==> config.mk <==
export PLATFORM = sky130hd
export DESIGN_NAME = aspt_ram
export DESIGN_NICKNAME = d
export VERILOG_FILES = /design/src/hw/rtl/aspa_provider_table_defines.svh /design/src/hw/rtl/aspt_ram.sv
export SDC_FILE = /design/constraint.sdc
export NUM_CORES = 1
export LEC_CHECK = 0
export BUFFER_PORTS_ARGS = -buffer_cell sky130_fd_sc_hd__buf_2
export CORE_ASPECT_RATIO = 2
export CORE_MARGIN = 2
export CORE_UTILIZATION = 39
export CTS_CLUSTER_SIZE = 24
export DETAILED_ROUTE_END_ITERATION = 16
export GPL_TIMING_DRIVEN = 1
export SETUP_SLACK_MARGIN = 0.2
export SLEW_MARGIN = 10
export SYNTH_ARGS = -nofsm -noshare
export SYNTH_HDL_FRONTEND = slang
export SYNTH_SLANG_ARGS = --single-unit
==> constraint.sdc <==
create_clock -name i_clk -period 4.1 [get_ports i_clk]
set_input_delay 0.41 -clock i_clk [delete_from_list [all_inputs] [get_ports i_clk]]
set_output_delay 0.41 -clock i_clk [all_outputs]
set_load 0.02 [all_outputs]
==> src/hw/rtl/aspa_provider_table_defines.svh <==
// Assertion macros for the ASPA provider table.
// Included by the top level; it depends on nothing else.
`ifndef ASPA_PROVIDER_TABLE_DEFINES_SVH
`define ASPA_PROVIDER_TABLE_DEFINES_SVH

// Same-cycle implication, disabled while reset is asserted.
`define APT_ASSERT_IMP(lbl, clk, rstn, ante, cons, msg) \
    lbl: assert property (@(posedge clk) disable iff (!rstn) (ante) |-> (cons)) \
        else $error(msg);

// Next-cycle implication, disabled while reset is asserted.
`define APT_ASSERT_NXT(lbl, clk, rstn, ante, cons, msg) \
    lbl: assert property (@(posedge clk) disable iff (!rstn) (ante) |=> (cons)) \
        else $error(msg);

`endif

==> src/hw/rtl/aspt_ram.sv <==
// Simple dual-port synchronous RAM, one write and one registered read port.
// No dependencies.
module aspt_ram #(
    parameter int WIDTH = 32,
    parameter int DEPTH = 16
) (
    input  logic                     i_clk,
    input  logic                     i_we,
    input  logic [$clog2(DEPTH)-1:0] i_waddr,
    input  logic [WIDTH-1:0]         i_wdata,
    input  logic [$clog2(DEPTH)-1:0] i_raddr,
    output logic [WIDTH-1:0]         o_rdata
);

    logic [WIDTH-1:0] r_mem [DEPTH];
    logic [WIDTH-1:0] r_rdata;

    always_ff @(posedge i_clk) begin
        if (i_we) begin
            r_mem[i_waddr] <= i_wdata;
        end
        r_rdata <= r_mem[i_raddr];
    end

    assign o_rdata = r_rdata;

endmodule
Yosys cells after proc, flatten, opt, wreduce, memory -nomap -nowiden
Memory sizes are Yosys's and may differ from the RTL's. A register that Yosys moved wholly into a read port is not among the register bits.
Index checks and enable logic that the tools add are counted.
{"block": "totals", "word_cells": 3, "mem_bits_rw": 512, "output_inout_bits": 32, "n_memories": 1, "reg_bits": 0, "input_bits": 42}
{"block": "classes", "n_mux": 2}
{"memory": "r_mem", "words": 16, "word_bits": 32, "read_ports": 1, "rd_ports_with_merged_regs": 1, "write_ports": 1, "line": "aspt_ram.sv:15", "rtl": "logic [WIDTH-1:0] r_mem [DEPTH];"}
{"op": "2-to-1 mux 1 bit", "count": 2}

Depth between registers and ports, before layout
Gate-level depths: netlist (run 1).
{"block": "depth", "word_depth": 2, "mapped_depth": 5, "mapped_depth_nobuf": 3}

Worst setup path before layout (run 1)
No wires, ideal clock.
{"block": "synth_path", "kind": "input-to-reg", "from": "input i_waddr[2]", "to": "memory r_mem[0][0], enable pin", "slack_ps": 510, "required_time_ps": 3639, "arrival_ps": 3128, "path_buffers": 0, "cell_stages": 2, "setup_time_ps": 461, "cell_sequence": "or3b_2 nor3_1"}
{"item": "start: declaration", "line": "aspt_ram.sv:9", "rtl": "input logic [$clog2(DEPTH)-1:0] i_waddr,"}
{"item": "end: declaration", "line": "aspt_ram.sv:15"}
Straight into the memory's write port.

Worst setup path after layout (run 1)
{"block": "layout_path", "from": "input i_waddr[2]", "to": "memory r_mem[1][3], enable pin"}
Straight into the memory's write port.

==> results of run 1 <==
critical path, cell delays in order:
cell and delay (ps):
buf_2 110, or3b_2 590, nor2_4 790, buf_4 320
where the power goes:
| part | leakage [nW] | internal (mW) | switching [mW] |
|---|---|---|---|
| combinational | 1.59 | 0.223 | 0.359 |
| sequential | 4.89 | 6.21 | 0.0416 |
| clock | 0.707 | 2.35 | 1.91 |
routing by layer:
layer / up-vias / GRT usage, %
met3: 80 / 2.01
li1: 3764 / -
met4: 2 / 6.51
met5: - / 0
met1: 4817 / 19.8
met2: 219 / 30.2
final cells by class:
type                       count  area, µm²
antenna                        1       2.50
clock buffer                  50       1150
clock inverter                29        290
fill                        4287      28000
multi-input combinational    251       3750
sequential                   544      16000
tap                          654        818
timing repair buffer         101        637
cells by family (layout without fill, tap and decap cells):
| group | after synthesis | count (layout) |
|---|---|---|
| flip-flops | 544 | 544 |
| buffers and inverters | 43 | 180 |
| other | 0 | 1 |
| AO/OA/AOI/OAI | 64 | 64 |
| AND/OR/NAND/NOR | 59 | 59 |
| multiplexers | 128 | 128 |
registers in the layout (all words and copies together), names as in the netlist:
name     count
o_rdata     32
r_mem      512
cells in the final DEF, fill, tap and decap left out, drive strengths merged:
master    instances
nor2             13
nand2            33
edfxtp          512
nand3             1
dfxtp            32
and2              1
a22oi            64
clkinv           18
clkbuf           51
diode             1
clkinvlp          3
buf             100
nor2b             2
nand2b            2
nand3b            2
or3b              1
inv               3
bufinv            5
mux4            128
nor3              4
worst paths after layout:
check / startpoint / to / slack (ps) / depth (start not counted)
max reg2reg: r_mem[0][11] / o_rdata[11] / 2600 / 3
max: i_waddr[2] / r_mem[1][3] / 2120 / 4
min reg2reg: r_mem[15][1] / o_rdata[1] / 670 / 3
min: i_wdata[24] / r_mem[9][24] / 220 / 1
metrics by stage:
stage / worst slack [ps] / power [mW] / instances / hold WS (ps)
5_1_grt: 2020 / 11.4 / 1629 / 219
2_1_floorplan: 510 / 6.71 / 838 / 509
6_report: 2120 / 11.1 / 1630 / 218
3_3_place_gp: 1500 / 6.96 / 1547 / 655
4_1_cts: 2070 / 11.2 / 1629 / 198
3_5_place_dp: 1480 / 6.98 / 1550 / 660
==> impl_metrics.tcl, run 1 <==
set metrics [dict create \
    core_um2 50700 \
    vias_per_cell 5.45 \
    wl_met1_mm 16.3 \
    syn-num-nets 880 \
    synth_area_um2 19900 \
    dp_hpwl_mm 24.6 \
    grt_util_all_layers_pct 16.5 \
    rsz0062_at_grt "false" \
    worstPathArrival_ps 2240 \
    yosysTopAreaCell "edfxtp_1" \
    hold_class "primary input to flop" \
    synthMuxAreaShare_pct 14.5 \
    crit_fanout 25 \
    num_vias 8882 \
    clkTransAtPathRegs_ps 70 \
    period_needed_ps 1980 \
    max-cap-violations 0 \
    tightest_slew_ps 994 \
    yosys_warnings 0 \
    cts_resized 0 \
    yosysTopAreaCellShare_pct 77.4 \
    setup_tns_ps 0 \
    min_period_over_period_pct 48.3 \
    cts_tree "done" \
    cts_setup_buffers 0 \
    routed_wl_mm 42.8 \
    synth-xor-area-share_pct 0 \
    cts-root-buf "clkbuf_16" \
    avgSynthCellArea_um2 23.7 \
    area_delta_synth_final_pct 14.2 \
    setup_viol_count_final 0 \
    synth_seq_cells 544 \
    grt_pass1_wl_mm 63.0 \
    yosys.area_share.simple_pct 1.27 \
    p_leak_nw 7.19 \
    design_area_um2 22700 \
    final_core_util_pct 44.8 \
    clock_path_buffers 3 \
    drive_gt1_share_pct 32.6 \
    relSlewSlack_pct 33.6 \
    required_ps 4360 \
    drt_first_pass_iters 5 \
    cts_hold_buf 0 \
    synth_most_common_cell "edfxtp_1" \
    place_congestion 0.720 \
    startpoint_type "primary input" \
    cts_sinks 544 \
    gr-total-overflow 0 \
    avgRoutedWirePerCell_um 26.3 \
    rows 117 \
    die-area_um2 52800 \
    placed_area_um2 21200 \
    die_w_um 164 \
    start_util_pct 39.2 \
    met2WireLength_mm 23.5 \
    met3_length_mm 1.49 \
    htreeDepth 2 \
    drc 0 \
    synth_compound_area_share_pct 2.42 \
    worstSkewPairLatency_ps 560 \
    slew_violations 0 \
    hold_viol_final 0 \
    highest_layer "met5" \
    grt_pass1_vias 9531 \
    antenna_found_initial 2 \
    ys_types 18 \
    finClkSkew_ps 19.3 \
    grt_max_degree 46 \
    numPortBuffers 73 \
    yosysSeqAreaShare_pct 80.7 \
    die_y_um 323 \
    p_per_area_nw_per_um2 489 \
    ant_nets 0 \
    drt-initial-drc-count 689 \
    final_nets 983 \
    ir_drop_mv 0.278 \
    critical_path_class "primary input to flop" \
    synthTopCellsByArea "edfxtp_1 (77%), mux4_2 (15%), dfxtp_1 (3.2%), a22oi_1 (2.4%), nand2_1 (0.62%)" \
    synth_cells 838 \
    synth_top_family_by_area "multiplexers" \
    ys.flop_type "edfxtp_1" \
    endpoint_kind "flop" \
    async_flop_share_pct 0 \
    synth-edff-count 512 \
    numCtsBuffers 43 \
    status "finished clean" \
    fmax_ghz 0.505 \
    synth-adder-area-share_pct 0 \
    yosys-top-cells-count "edfxtp_1 (512), mux4_2 (128), a22oi_1 (64)" \
    io_pins 74 \
]
Power figures use the tool's default switching activity.
==> run 2: changes to the inputs <==
==> constraint.sdc (replaced) <==
create_clock -name i_clk -period 1.7 [get_ports i_clk]
set_input_delay 0.17 -clock i_clk [delete_from_list [all_inputs] [get_ports i_clk]]
set_output_delay 0.17 -clock i_clk [all_outputs]
set_load 0.02 [all_outputs]
==> run 2 against run 1 <==
Design area is 5.2% higher. Routed wire length up 7.0%. Register-to-register slack worse by 2300 ps. Worst hold slack got worse by 30 ps. Sequential share of layout area fell by 3.5 points. Critical path depth fell by 1. Critical path type is now flop to flop.
==> impl_metrics.tcl, run 2 (synthesis results as in run 1) <==
set metrics [dict create \
    status "finished clean" \
    io_pins 74 \
    layout_common_cells "edfxtp_1 (512), mux4_2 (128), buf_2 (71), a22oi_1 (64), clkbuf_16 (46)" \
    fill_cells 4219 \
    largest_register_ffs 512 \
    numCtsBuffers 45 \
    cts_tree "done" \
    hold_class "primary input to flop" \
    rr_startpoint "r_mem[11][14]" \
    ant_nets 0 \
    min_period_over_period_pct 81.0 \
    reg2reg_slack_ps 320 \
    setup_viol_count_final 0 \
    rows 117 \
    cts-root-buf "clkbuf_16" \
    place_congestion 0.743 \
    power_mw 27.4 \
    ir_drop_mv 0.661 \
    crit_end "o_rdata[14]" \
    clkTransAtPathRegs_ps 70 \
    core_um2 50700 \
    period_needed_ps 1380 \
    worstPathArrival_ps 1810 \
    slew_violations 0 \
    seq_area_um2 16000 \
    startpoint_type "flop" \
    die-area_um2 52800 \
    cts_sinks 544 \
    drc 0 \
    finClkSkew_ps 16.4 \
    vias_per_cell 5.46 \
    final_common_cell "edfxtp_1" \
    endpoint_kind "flop" \
    rr_worst_depth 3 \
    numPortBuffers 73 \
    top_register "r_mem" \
    required_ps 2130 \
    p_leak_nw 7.70 \
    clock_path_buffers 3 \
    num_vias 9334 \
    avgRoutedWirePerCell_um 26.8 \
    area_delta_synth_final_pct 20.0 \
    max-cap-violations 0 \
    antenna_found_initial 3 \
    r2r_end "o_rdata[14]" \
    grt_pass1_vias 9896 \
    grt_max_degree 52 \
    dp_hpwl_mm 26.6 \
    htreeDepth 2 \
    die_y_um 323 \
    relSlewSlack_pct 59.5 \
    cts_hold_buf 32 \
    drt_first_pass_iters 5 \
    routed_wl_mm 45.8 \
    critical_path_class "flop to flop" \
    p_per_area_nw_per_um2 1150 \
    crit_fanout 1 \
    grt_pass1_wl_mm 66.7 \
    multi_input_comb_area_um2 3790 \
    cts_setup_buffers 0 \
    grt_util_all_layers_pct 17.8 \
    final_nets 1060 \
    gr-total-overflow 0 \
    cts_resized 0 \
    fmax_ghz 0.726 \
    tightest_slew_ps 607 \
    drt-initial-drc-count 928 \
    drive_gt1_share_pct 34.0 \
    worstSkewPairLatency_ps 570 \
    setup_tns_ps 0 \
    die_w_um 164 \
    start_util_pct 39.2 \
    startpoint "r_mem[11][14]" \
    rsz0062_at_grt "false" \
    hold_viol_final 0 \
]
run 2: layout make-up:
| cell class | instances | area share [%] |
|---|---|---|
| Clock inverter | 28 | 1.36 |
| Sequential cell | 544 | 67.2 |
| Tap cell | 654 | 3.43 |
| Timing Repair Buffer | 176 | 7.10 |
| Antenna cell | 1 | 0.0105 |
| Clock buffer | 54 | 5.00 |
| Multi-Input combinational cell | 251 | 15.9 |
run 2: per-stage QoR:
step | area (µm²) | std cells | utilization [%] | setup WS (ps) | hold slack (ps)
final | 23800 | 1708 | 47.1 | 323 | 188
after global routing | 23800 | 1707 | 47.1 | 232 | 196
after CTS | 23800 | 1707 | 47.1 | 271 | 154
after detailed placement | 22000 | 1593 | 43.4 | -89.5 | 554
after global placement | 22000 | 1593 | 43.4 | -86.3 | 542
after floorplan | 20000 | 838 | - | -179 | 269
run 2: how the worst min path moves through the flow:
stage                     start            end  slack [ps]  cells past startpoint
floorplan            i_wdata[0]    r_mem[0][0]         270                      0
global placement     i_wdata[4]    r_mem[8][4]         540                      1
detailed placement  i_wdata[30]  r_mem[12][30]         550                      1
CTS                  i_raddr[2]    o_rdata[12]         150                      4
global route         i_raddr[2]    o_rdata[12]         200                      4
finish               i_raddr[2]    o_rdata[12]         190                      4
run 2: worst max-delay path, cell delays in order, from the launching register on:
cell and delay, ps:
edfxtp_1 370, mux4_2 480, a22oi_1 290, nand2_1 110
run 2: metal layers:
layer	GRT usage [%]	vias up	routed length [µm]
met4	6.24	6	1390
met1	21.9	5057	17600
li1	-	3923	-
met3	2.40	84	2010
met2	31.9	264	24800
met5	0	-	38
run 2: power by group:
group | switching, mW | total, mW | internal, mW
sequential | 0.102 | 15.1 | 15.0
clock | 4.66 | 10.7 | 6.08
combinational | 0.912 | 1.60 | 0.686
